## src/assert_macros.svh

```systemverilog
// assertion macros shared by the sorter rtl
// expects clk_i and rst_ni in the scope of each use
`ifndef ASSERT_MACROS_SVH
`define ASSERT_MACROS_SVH

// property must hold at every clock edge out of reset
`define BIS_ASSERT(lbl, prop) \
  lbl: assert property (@(posedge clk_i) disable iff (!rst_ni) (prop)) \
    else $error("sorter assertion failed");

// condition must never be true at a clock edge out of reset
`define BIS_NEVER(lbl, cond) \
  lbl: assert property (@(posedge clk_i) disable iff (!rst_ni) !(cond)) \
    else $error("sorter forbidden condition seen");

`endif

```

## src/bis_pkg.sv

```systemverilog
// shared types and constants of the binary insertion sorter
// no dependencies
`default_nettype none

package bis_pkg;

  localparam int unsigned DefMaxElements = 64;
  localparam int unsigned DefDataWidth   = 32;
  localparam int unsigned PortWidth      = 32;

  localparam int unsigned MoveWidth = 13;
  localparam int unsigned CmpWidth  = 9;

  localparam logic [MoveWidth-1:0] MovesPerShift = MoveWidth'(3);
  localparam logic [MoveWidth-1:0] MoveLimit     = '1;
  localparam logic [CmpWidth-1:0]  CmpLimit      = '1;

  // commands from the sequencer to the statistics counters
  typedef struct packed {
    logic clear;
    logic cmp_inc;
    logic move_inc;
    logic ovf_set;
  } stats_cmd_t;

endpackage

`default_nettype wire

```

## src/bis_store.sv

```systemverilog
// sorted element store: one write port, one read port, registered read data
// depends on assert_macros.svh
`default_nettype none

`include "assert_macros.svh"

module bis_store #(
  parameter int unsigned Depth = 64,
  parameter int unsigned Width = 32,
  localparam int unsigned AddrW = (Depth > 1) ? $clog2(Depth) : 1
) (
  input  wire logic             clk_i,
  input  wire logic             rst_ni,
  input  wire logic             we_i,
  input  wire logic [AddrW-1:0] waddr_i,
  input  wire logic [Width-1:0] wdata_i,
  input  wire logic             re_i,
  input  wire logic [AddrW-1:0] raddr_i,
  output logic      [Width-1:0] rdata_o
);

  logic [Width-1:0] mem_q [Depth];

  always_ff @(posedge clk_i) begin
    if (we_i) begin
      mem_q[waddr_i] <= wdata_i;
    end
  end

  always_ff @(posedge clk_i) begin
    if (re_i) begin
      rdata_o <= mem_q[raddr_i];
    end
  end

  // the shift pipeline always reads below the entry it writes
  `BIS_NEVER(a_no_rw_collision, we_i && re_i && (waddr_i == raddr_i))

endmodule

`default_nettype wire

```

## src/bis_stats.sv

```systemverilog
// comparison and move counters with saturation, plus the overflow mark
// depends on bis_pkg
`default_nettype none

module bis_stats (
  input  wire logic                         clk_i,
  input  wire logic                         rst_ni,
  input  wire bis_pkg::stats_cmd_t          cmd_i,
  output logic [bis_pkg::MoveWidth-1:0]     move_count_o,
  output logic [bis_pkg::CmpWidth-1:0]      compare_count_o,
  output logic                              overflow_o
);

  import bis_pkg::*;

  logic [MoveWidth-1:0] moves_q, moves_d;
  logic [CmpWidth-1:0]  cmps_q, cmps_d;
  logic                 ovf_q, ovf_d;

  always_comb begin
    moves_d = moves_q;
    cmps_d  = cmps_q;
    ovf_d   = ovf_q;
    if (cmd_i.clear) begin
      moves_d = '0;
      cmps_d  = '0;
      ovf_d   = 1'b0;
    end else begin
      if (cmd_i.move_inc) begin
        if (moves_q <= MoveLimit - MovesPerShift) begin
          moves_d = moves_q + MovesPerShift;
        end else begin
          moves_d = MoveLimit;
        end
      end
      if (cmd_i.cmp_inc && (cmps_q < CmpLimit)) begin
        cmps_d = cmps_q + 1'b1;
      end
      if (cmd_i.ovf_set) begin
        ovf_d = 1'b1;
      end
    end
  end

  always_ff @(posedge clk_i or negedge rst_ni) begin
    if (!rst_ni) begin
      moves_q <= '0;
      cmps_q  <= '0;
      ovf_q   <= 1'b0;
    end else begin
      moves_q <= moves_d;
      cmps_q  <= cmps_d;
      ovf_q   <= ovf_d;
    end
  end

  assign move_count_o    = moves_q;
  assign compare_count_o = cmps_q;
  assign overflow_o      = ovf_q;

endmodule

`default_nettype wire

```

## src/binary_insertion_sorter_unit.sv

```systemverilog
// each binary search step of a word reads the midpoint from the store, then compares;
//   each greater entry is then shifted up one slot through the one-read one-write store
// throughput: one word at a time; busy stays high until its insertion and any emission end
// a final word then streams the set out in order, one result per cycle, no stall
// reset is asynchronous; it empties the set and clears the counters, store is not cleared
`default_nettype none

`include "assert_macros.svh"

module binary_insertion_sorter_unit #(
  parameter int unsigned MAX_ELEMENTS = bis_pkg::DefMaxElements,
  parameter int unsigned DATA_WIDTH   = bis_pkg::DefDataWidth
) (
  input  wire logic                            clk_i,
  input  wire logic                            rst_ni,
  input  wire logic                            start,
  output logic                                 busy,
  input  wire logic [bis_pkg::PortWidth-1:0]   element_value_i,
  input  wire logic                            final_element_i,
  output logic                                 result_valid_o,
  output logic [bis_pkg::PortWidth-1:0]        sorted_value_o,
  output logic                                 last_result_o,
  output logic [bis_pkg::MoveWidth-1:0]        move_count_o,
  output logic [bis_pkg::CmpWidth-1:0]         compare_count_o,
  output logic                                 overflow_flag_o
);

  import bis_pkg::*;

  // store addresses and counts of entries (count reaches the depth itself)
  localparam int unsigned AW = (MAX_ELEMENTS > 1) ? $clog2(MAX_ELEMENTS) : 1;
  localparam int unsigned CW = $clog2(MAX_ELEMENTS + 1);
  localparam logic [CW-1:0] MaxCount = CW'(MAX_ELEMENTS);

  // sequencer states
  localparam logic [2:0] S_IDLE   = 3'd0;
  localparam logic [2:0] S_SEARCH = 3'd1;  // issue read of the midpoint
  localparam logic [2:0] S_SWAIT  = 3'd2;  // compare against read data
  localparam logic [2:0] S_SHIFT  = 3'd3;  // read j-1, write j, pipelined
  localparam logic [2:0] S_PLACE  = 3'd4;  // write new word at its slot
  localparam logic [2:0] S_EMIT   = 3'd5;  // stream the set out in order
  localparam logic [2:0] S_DRAIN  = 3'd6;  // last result on the ports

  logic [2:0]            state_q, state_d;
  logic [DATA_WIDTH-1:0] val_q, val_d;
  logic                  fin_q, fin_d;
  logic [CW-1:0]         count_q, count_d;
  logic [CW-1:0]         lo_q, lo_d;
  logic [CW-1:0]         hi_q, hi_d;
  logic [CW-1:0]         j_q, j_d;
  logic                  pend_q, pend_d;
  logic [AW-1:0]         widx_q, widx_d;
  logic                  out_valid_q, out_valid_d;
  logic                  out_last_q, out_last_d;

  logic [DATA_WIDTH-1:0] elem_in;
  logic [CW-1:0]         mid;
  logic [CW-1:0]         jm1;
  logic [CW-1:0]         jp1;

  // store port signals
  logic                  mem_we, mem_re;
  logic [AW-1:0]         mem_waddr, mem_raddr;
  logic [DATA_WIDTH-1:0] mem_wdata, mem_rdata;

  stats_cmd_t           stats_cmd;
  logic [MoveWidth-1:0] moves_total;
  logic [CmpWidth-1:0]  cmps_total;
  logic                 ovf_seen;

  // fit the port word to the internal data width
  if (DATA_WIDTH > PortWidth) begin : g_in_wide
    assign elem_in = {{(DATA_WIDTH - PortWidth){1'b0}}, element_value_i};
    assign sorted_value_o = mem_rdata[PortWidth-1:0];
  end else if (DATA_WIDTH == PortWidth) begin : g_in_same
    assign elem_in = element_value_i;
    assign sorted_value_o = mem_rdata;
  end else begin : g_in_narrow
    assign elem_in = element_value_i[DATA_WIDTH-1:0];
    assign sorted_value_o = {{(PortWidth - DATA_WIDTH){1'b0}}, mem_rdata};
  end

  // midpoint of the open search window, upper bound excluded
  assign mid = lo_q + ((hi_q - lo_q) >> 1);
  assign jm1 = j_q - 1'b1;
  assign jp1 = j_q + 1'b1;

  always_comb begin
    state_d     = state_q;
    val_d       = val_q;
    fin_d       = fin_q;
    count_d     = count_q;
    lo_d        = lo_q;
    hi_d        = hi_q;
    j_d         = j_q;
    pend_d      = pend_q;
    widx_d      = widx_q;
    out_valid_d = 1'b0;
    out_last_d  = 1'b0;
    mem_we      = 1'b0;
    mem_waddr   = widx_q;
    mem_wdata   = mem_rdata;
    mem_re      = 1'b0;
    mem_raddr   = mid[AW-1:0];
    stats_cmd   = '0;

    unique case (state_q)
      S_IDLE: begin
        if (start) begin
          val_d = elem_in;
          fin_d = final_element_i;
          if (count_q < MaxCount) begin
            lo_d    = '0;
            hi_d    = count_q;
            state_d = S_SEARCH;
          end else begin
            // store full: word dropped, a final word still closes the set
            stats_cmd.ovf_set = 1'b1;
            if (final_element_i) begin
              j_d     = '0;
              state_d = S_EMIT;
            end
          end
        end
      end

      S_SEARCH: begin
        if (lo_q < hi_q) begin
          mem_re    = 1'b1;
          mem_raddr = mid[AW-1:0];
          state_d   = S_SWAIT;
        end else begin
          // slot found at lo, start moving the greater entries up
          j_d     = count_q;
          pend_d  = 1'b0;
          state_d = S_SHIFT;
        end
      end

      S_SWAIT: begin
        stats_cmd.cmp_inc = 1'b1;
        // equal values go right of stored ones to keep the order stable
        if (val_q >= mem_rdata) begin
          lo_d = mid + 1'b1;
        end else begin
          hi_d = mid;
        end
        state_d = S_SEARCH;
      end

      S_SHIFT: begin
        // retire the entry read last cycle one slot higher
        if (pend_q) begin
          mem_we             = 1'b1;
          mem_waddr          = widx_q;
          mem_wdata          = mem_rdata;
          stats_cmd.move_inc = 1'b1;
        end
        if (j_q > lo_q) begin
          mem_re    = 1'b1;
          mem_raddr = jm1[AW-1:0];
          pend_d    = 1'b1;
          widx_d    = j_q[AW-1:0];
          j_d       = jm1;
        end else begin
          pend_d  = 1'b0;
          state_d = S_PLACE;
        end
      end

      S_PLACE: begin
        mem_we    = 1'b1;
        mem_waddr = lo_q[AW-1:0];
        mem_wdata = val_q;
        count_d   = count_q + 1'b1;
        if (fin_q) begin
          j_d     = '0;
          state_d = S_EMIT;
        end else begin
          state_d = S_IDLE;
        end
      end

      S_EMIT: begin
        // read entry j now, it shows on the ports next cycle
        mem_re      = 1'b1;
        mem_raddr   = j_q[AW-1:0];
        out_valid_d = 1'b1;
        out_last_d  = (jp1 == count_q);
        j_d         = jp1;
        if (jp1 == count_q) begin
          state_d = S_DRAIN;
        end
      end

      S_DRAIN: begin
        // last result is out this cycle; start a fresh set behind it
        stats_cmd.clear = 1'b1;
        count_d         = '0;
        state_d         = S_IDLE;
      end

      default: begin
        state_d = S_IDLE;
      end
    endcase
  end

  always_ff @(posedge clk_i or negedge rst_ni) begin
    if (!rst_ni) begin
      state_q     <= S_IDLE;
      fin_q       <= 1'b0;
      count_q     <= '0;
      lo_q        <= '0;
      hi_q        <= '0;
      j_q         <= '0;
      pend_q      <= 1'b0;
      out_valid_q <= 1'b0;
      out_last_q  <= 1'b0;
    end else begin
      state_q     <= state_d;
      fin_q       <= fin_d;
      count_q     <= count_d;
      lo_q        <= lo_d;
      hi_q        <= hi_d;
      j_q         <= j_d;
      pend_q      <= pend_d;
      out_valid_q <= out_valid_d;
      out_last_q  <= out_last_d;
    end
  end

  // payload registers, no reset needed
  always_ff @(posedge clk_i) begin
    val_q  <= val_d;
    widx_q <= widx_d;
  end

  bis_store #(
    .Depth (MAX_ELEMENTS),
    .Width (DATA_WIDTH)
  ) u_store (
    .clk_i   (clk_i),
    .rst_ni  (rst_ni),
    .we_i    (mem_we),
    .waddr_i (mem_waddr),
    .wdata_i (mem_wdata),
    .re_i    (mem_re),
    .raddr_i (mem_raddr),
    .rdata_o (mem_rdata)
  );

  bis_stats u_stats (
    .clk_i           (clk_i),
    .rst_ni          (rst_ni),
    .cmd_i           (stats_cmd),
    .move_count_o    (moves_total),
    .compare_count_o (cmps_total),
    .overflow_o      (ovf_seen)
  );

  // the block is busy whenever it is not waiting for a word
  assign busy = (state_q != S_IDLE);

  // result word comes straight from the store's read register
  assign result_valid_o  = out_valid_q;
  assign last_result_o   = out_last_q;
  assign move_count_o    = out_last_q ? moves_total : '0;
  assign compare_count_o = out_last_q ? cmps_total : '0;
  assign overflow_flag_o = out_valid_q & ovf_seen;

  `BIS_ASSERT(a_result_while_busy, result_valid_o |-> busy)
  `BIS_ASSERT(a_last_is_valid, last_result_o |-> result_valid_o)
  `BIS_NEVER(a_count_in_range, count_q > MaxCount)
  `BIS_ASSERT(a_last_then_clear, last_result_o |=> (count_q == '0) && !result_valid_o)

endmodule

`default_nettype wire

```

## config.mk

```make
export PLATFORM = sky130hd
export DESIGN_NAME = binary_insertion_sorter_unit
export DESIGN_NICKNAME = d
export VERILOG_FILES = /design/src/bis_pkg.sv /design/src/bis_store.sv /design/src/bis_stats.sv /design/src/binary_insertion_sorter_unit.sv
export VERILOG_INCLUDE_DIRS = /design/src /design/src/src
export SDC_FILE = /design/constraint.sdc
export NUM_CORES = 2
export LEC_CHECK = 0
export BUFFER_PORTS_ARGS = -buffer_cell sky130_fd_sc_hd__clkbuf_2
export CAP_MARGIN = 5
export CELL_PAD_IN_SITES_DETAIL_PLACEMENT = 1
export CELL_PAD_IN_SITES_GLOBAL_PLACEMENT = 2
export CORE_UTILIZATION = 50
export DETAILED_ROUTE_END_ITERATION = 8
export HOLD_SLACK_MARGIN = 0.02
export PLACE_DENSITY = 0.77
export RECOVER_POWER = 50
export SLEW_MARGIN = 0
export SYNTH_ARGS = -nofsm -noshare
export SYNTH_HDL_FRONTEND = slang
export SYNTH_HIERARCHICAL = 1
export SYNTH_SLANG_ARGS = --single-unit
```

## constraint.sdc

```tcl
create_clock -name clk_i -period 5.66 [get_ports clk_i]
set_clock_uncertainty 0.15 [all_clocks]
set_input_delay 0.566 -clock clk_i [delete_from_list [all_inputs] [get_ports clk_i]]
set_output_delay 0.566 -clock clk_i [all_outputs]
set_load 0.01 [all_outputs]
```

=== Yosys cells after proc, flatten, opt, wreduce, memory -nomap -nowiden ===
Memory sizes are Yosys's and may differ from the RTL's. A register that Yosys moved wholly into a read port is not among the register bits.
Index checks and enable logic that the tools add are counted.

* Bits in writable memories: 2048
* Logic and storage cells: 120
* Bits in registers: 96
* Output and inout bits: 58
* Memories: 1
* Input port bits: 36

{| class="wikitable"
|+ Memory list
! name !! words !! width !! read ports !! clocked after memory_dff !! wr ports !! RTL line !! source
|-
| u_store.mem_q || 64 || 32 || 1 || 1 || 1 || bis_store.sv:22 || <nowiki>logic [Width-1:0] mem_q [Depth];</nowiki>
|}

* Magnitude comparators: 6
* Bitwise logic cells: 1
* Equal/unequal tests: 19
* Add/subtract/negate cells: 8
* Reduce and logical (&&, ||, !) cells: 17
* Muxes and demuxes: 54

{| class="wikitable"
|+ Operators by type and width
! operator !! count
|-
| $mux W7 || 12
|-
| $mux W13 || 4
|-
| $pmux W7 S2 || 3
|-
| $pmux W7 S5 || 1
|-
| $ge A32 B32 Y1 || 1
|-
| $mux W32 || 1
|-
| $mux W9 || 3
|-
| $ne A2 B2 Y1 const B || 11
|-
| $add A7 B1 Y7 const B || 3
|-
| $mux W3 || 6
|-
| $pmux W3 S6 || 1
|-
| $mux W1 || 17
|-
| $add A13 B2 Y13 const B || 1
|-
| $le A13 B13 Y1 const B || 1
|-
| $mux W6 || 2
|-
| $pmux W6 S2 || 1
|-
| $reduce_and A4 Y1 || 3
|-
| $reduce_bool A2 Y1 || 6
|-
| $add A9 B1 Y9 const B || 1
|-
| $eq A3 B3 Y1 const B || 3
|-
| $lt A9 B9 Y1 const B || 1
|-
| $add A7 B6 Y7 || 1
|-
| $eq A7 B7 Y1 || 1
|-
| $gt A7 B7 Y1 || 1
|-
| other kinds (16) || 20
|}

=== Logic depth before layout (Yosys ltp) ===
* Depth after elaboration: 6
* Gate-level depth with buffers: 20
* Depth with buffers taken out: 18

=== Cells and area by module ===
The synthesis kept the hierarchy.

{| class="wikitable"
|+ By module, submodules not included
! module !! area an instance (um^2) !! sequential area each (um^2) !! cells each !! times used
|-
| bis_store || 78835.6 || 62459.9 || 3324 || 1
|-
| binary_insertion_sorter_unit || 5541.6 || 2016.9 || 621 || 1
|-
| bis_stats || 1194.9 || 575.6 || 121 || 1
|}

=== Worst setup path after synthesis ===
Ideal clock, no wire load.

* Kind: register to register
* Start: register state_q[2]
* End: memory u_store.mem_q[48][0], enable pin
* Data arrival time: 4253 ps
* Required time: 5049 ps
* Cell stages (with the launch flop): 10
* Path slack: 796 ps
* Path buffers: 3
* Setup time: 461 ps
* Period minus slack after synthesis: 4864 ps
* Path through: dfrtp_1 > buf_2 > nand2_1 > nor2_1 > buf_2 > mux2_2 > clkbuf_1 > nor2b_1 > nand4b_1 > nor3_1

* Elaborated cells between the ends (all ways): 6
* Those cells by class: eq/ne: 2; mux: 4

{| class="wikitable"
|+ RTL lines
! item !! RTL line !! source
|-
| start: declaration || binary_insertion_sorter_unit.sv:44 || <nowiki>logic [2:0] state_q, state_d;</nowiki>
|-
| start signal: assignment || binary_insertion_sorter_unit.sv:221 || <nowiki>state_q <= state_d;</nowiki>
|-
| $eq A3 B3 Y1 || binary_insertion_sorter_unit.sv:107 || <nowiki>unique case (state_q)</nowiki>
|-
| $mux W6 || - ||
|-
| named net mem_waddr[3] || binary_insertion_sorter_unit.sv:63 || <nowiki>logic [AW-1:0] mem_waddr, mem_raddr;</nowiki>
|-
| end: declaration || bis_store.sv:22 ||
|}

The timed path passes the listed nets, and every way through them passes these cells.

=== Worst setup path after layout ===
* Start: register lo_q[6]
* End: register u_store.rdata_o[6], read port of u_store.mem_q, data pin

* Elaborated cells between the ends (all ways): 9
* Those cells by class: add/sub: 2; order compare: 2; mux: 5

{| class="wikitable"
|+ RTL lines
! item !! RTL line !! source
|-
| start: declaration || binary_insertion_sorter_unit.sv:48 || <nowiki>logic [CW-1:0] lo_q, lo_d;</nowiki>
|-
| start signal: assignment || binary_insertion_sorter_unit.sv:224 || <nowiki>lo_q <= lo_d;</nowiki>
|-
| $gt A7 B7 Y1 || binary_insertion_sorter_unit.sv:159 || <nowiki>if (j_q > lo_q) begin</nowiki>
|-
| $mux W6 || binary_insertion_sorter_unit.sv:159 ||
|-
| $pmux W6 S2 || binary_insertion_sorter_unit.sv:107 ||
|-
| named net mem_raddr[1] || binary_insertion_sorter_unit.sv:63 ||
|-
| end: declaration || bis_store.sv:19 || <nowiki>output logic [Width-1:0] rdata_o</nowiki>
|}

The timed path passes the listed nets, and every way through them passes these cells.
A chain may end at the register's enable or synchronous reset.

==> Implementation_results.wiki <==
{| class="wikitable"
! Metric !! Value
|-
| Worst slack on hold paths || 0.148 ns
|-
| Number of maximum-capacitance constraint violations || 20
|-
| Mean area per synthesized cell || 21.0 um^2
|-
| Worst setup path category || flip-flop to flip-flop
|-
| Launch instance of the worst min-delay path || start
|-
| RSZ-0062 raised after global routing || no
|-
| DRC violation count after routing || 0
|-
| Sequential share of the synthesized area || 0.760
|-
| Number of standard-cell rows in the floorplan || 151
|-
| Library cell with the highest instance count after synthesis || edfxtp_1
|-
| Count of port buffers added during placement || 93
|-
| Cell taking the most area after synthesis || edfxtp_1
|-
| Asr flop ratio synth || 0.0267
|-
| Die Outline Area || 173000 um^2
|-
| Router iterations before antenna repair || 5
|-
| Worst setup path startpoint || lo_q[6]$_DFFE_PN0P_
|-
| Area of placed instances || 91500 um^2
|-
| Clock tree from TritonCTS || built
|-
| Total non-filler cell area in the finished layout || 98300 um^2
|-
| Ranking of synthesized cells by instance count || 2118 x edfxtp_1, 544 x mux4_2, 184 x nor2_1, 121 x nand2_1, 107 x mux2i_1
|-
| Final wirelength || 242 mm
|-
| Gpl congestion || 0.846
|-
| TritonCTS Sinks || 2176
|-
| Buffer cell driving the clock tree root || clkbuf_16
|-
| Worst setup EP type || flip-flop
|-
| Crit path arrival time || 5.92 ns
|-
| Failing checks || max-capacitance violations, max-slew violations
|-
| Number of filler cells placed in the layout || 14300
|-
| Post-route fraction of the period consumed by the critical path || 0.969
|-
| Layout net count || 4584
|-
| Total via count after detailed routing || 43900
|-
| Relative max-transition margin || -1.35
|-
| Global-route wire length before repair || 340 mm
|-
| Max H-tree Level || 4
|-
| Reg-to-reg critical path startpoint || lo_q[6]$_DFFE_PN0P_
|-
| Worst-margin pin slew || 3.52 ns
|-
| Highest Clock Rate || 182 MHz
|-
| Netlist cell types || 76
|-
| Run status || finished with violations
|-
| EDFF count, synth || 2118
|-
| HPWL Detailed || 145 mm
|-
| Reg clk slew, reported paths || 0.06 ns
|-
| Max-slew violation total from the final report || 760
|-
| Total of endpoints with negative setup slack in the final report || 0
|-
| Area of the core region || 170000 um^2
|-
| Yosys warns || 6
|-
| Die span in y || 416 um
|-
| Proportion of layout cells with a drive suffix above 1 || 0.275
|-
| Worst skew pair latency || 0.86 ns
|-
| Most frequently used flop master after synthesis || edfxtp_1
|-
| Worst hold path class || input port to flip-flop
|-
| Pin count of the biggest net entering global routing || 65
|-
| Startpoint types || flip-flop
|-
| Critical path fanouts, max || 51
|-
| Average wire length per cell after detail routing || 35.2 um
|-
| Aggregate global routing overflow || 0
|-
| Vias per Instance || 6.37
|-
| Instance count of the mapped netlist || 4066
|-
| Top-level port count || 94
|-
| Top-area cell type share of the netlist area || 0.743
|-
| Required time reported for the critical path endpoint || 6.09 ns
|-
| Antenna violations before repair || 9
|-
| Effective utilization at floorplan || 0.504
|-
| Area of the mapped netlist || 85600 um^2
|-
| Layout area overhead || 14.9%
|-
| Overall global routing resource usage || 0.282
|-
| Synth area leaders || edfxtp_1 74%, mux4_2 14%, dfrtp_1 1.7%, mux2i_1 1.3%, ha_1 0.86%
|-
| Number of routed nets with antenna violations || 0
|-
| First DRT Iteration DRCs || 5140
|-
| Synth Register Bits || 2176
|-
| Die W || 416 um
|-
| Worst-case clock buffer depth || 3
|-
| Final-report hold violation count || 0
|-
| Vias in the first global route || 46100
|-
| Cts bufs inserted || 216
|-
| Post-CTS Setup Inserts || 0
|-
| Minimum clock period after layout || 5.48 ns
|-
| Post-synth net total || 4163
|}
==> registers in the layout (all words and copies together) (netlist names) <==
name                     cells
result_valid_o               1
widx_q                       6
last_result_o                1
u_stats/overflow_o           1
u_store/mem_q             2048
u_store/rdata_o             32
state_q                      3
pend_q                       1
val_q                       32
fin_q                        1
count_q                      7
u_stats/move_count_o        13
j_q                          7
hi_q                         7
u_stats/compare_count_o      9
lo_q                         7
==> worst paths after layout <==
kind | cells past startpoint | slack, ns | endpoint
min reg2reg | 2 | 0.34 | u_stats/overflow_o$_DFFE_PN0P_
max reg2reg | 13 | 0.18 | u_store/rdata_o[6]$_DFFE_PP_
min | 4 | 0.15 | state_q[2]$_DFFE_PN0P_
min in group asynchronous | 3 | 1.40 | j_q[4]$_DFFE_PN0P_
max in group asynchronous | 3 | 1.94 | u_stats/move_count_o[10]$_DFFE_PN0P_
max | 13 | 0.18 | u_store/rdata_o[6]$_DFFE_PP_
==> cell usage in the layout (no fill, tap or decap), types with 18 or more instances in the layout <==
cell type	instances
a21oi_1	100
buf_12	28
buf_4	194
bufinv_16	28
clkbuf_1	109
clkbuf_16	220
clkbuf_2	77
clkinv_1	54
clkinv_2	28
dfrtp_1	58
dlygate4sd3_1	34
edfxtp_1	2118
ha_1	59
inv_1	57
mux2i_1	107
mux4_2	544
nand2_1	121
nand3_1	21
nor2_1	129
nor2_4	53
nor2b_1	24
nor3_1	21
o21ai_0	28
o21ai_2	18
o221ai_1	28
o22ai_1	89
==> logic make-up after synthesis <==
group | Yosys count | synth area share
compound gates | 385 | 0.0293
buf+inv | 270 | 0.0144
xor+xnor | 28 | 0.00287
simple gates | 479 | 0.0263
mux | 667 | 0.158
flops | 2176 | 0.760
fa+ha+maj | 61 | 0.00909
==> routing by layer <==
layer | share of wire | global-route usage
met1 | 0.38 | 0.372
met2 | 0.48 | 0.455
met3 | 0.093 | 0.0729
met4 | 0.041 | 0.105
met5 | 0.00011 | 0
==> worst max-delay path: stages (launching register included) <==
cell and delay, ns:
dfrtp_1 0.37, inv_1 0.14, ha_1 0.35, nand4_1 0.15, o21bai_1 0.24, a211o_1 0.33
buf_4 0.19, o221ai_4 0.82, buf_4 0.41, buf_12 0.33, mux4_2 0.36, mux4_2 0.61
o22ai_1 0.59, nor2_1 0.11
==> metrics by stage <==
step	worst slack [ns]	setup TNS (ns)	instances	util
final	0.176	0	6892	0.579
after global placement	-0.479	-3.37	6452	0.539
after detailed placement	0.230	0	6453	0.539
after global routing	0.0246	0	6889	0.579
after CTS	0.175	0	6889	0.584
after floorplan	0.796	0	4066	-
==> cell type report <==
| type | instances | area (um^2) | share of cell area |
|---|---|---|---|
| Antenna cell | 3 | 7.51 | 0.0000764 |
| Clock buffer | 268 | 5710 | 0.0580 |
| Clock inverter | 134 | 1490 | 0.0151 |
| Inverter | 60 | 225 | 0.00229 |
| Multi-Input combinational cell | 1620 | 19900 | 0.203 |
| Sequential cell | 2176 | 65100 | 0.662 |
| Tap cell | 2218 | 2780 | 0.0282 |
| Timing Repair Buffer | 413 | 3110 | 0.0316 |
==> repair_timing <==
| item | CTS | global route |
|---|---|---|
| resized for setup | 0 | 0 |
| hold endpoints to repair | 91 | 0 |
| hold buffers | 34 | 0 |
Power is not shown: default switching activity piles up to over one toggle a cycle in this logic, so the estimate is an artifact.
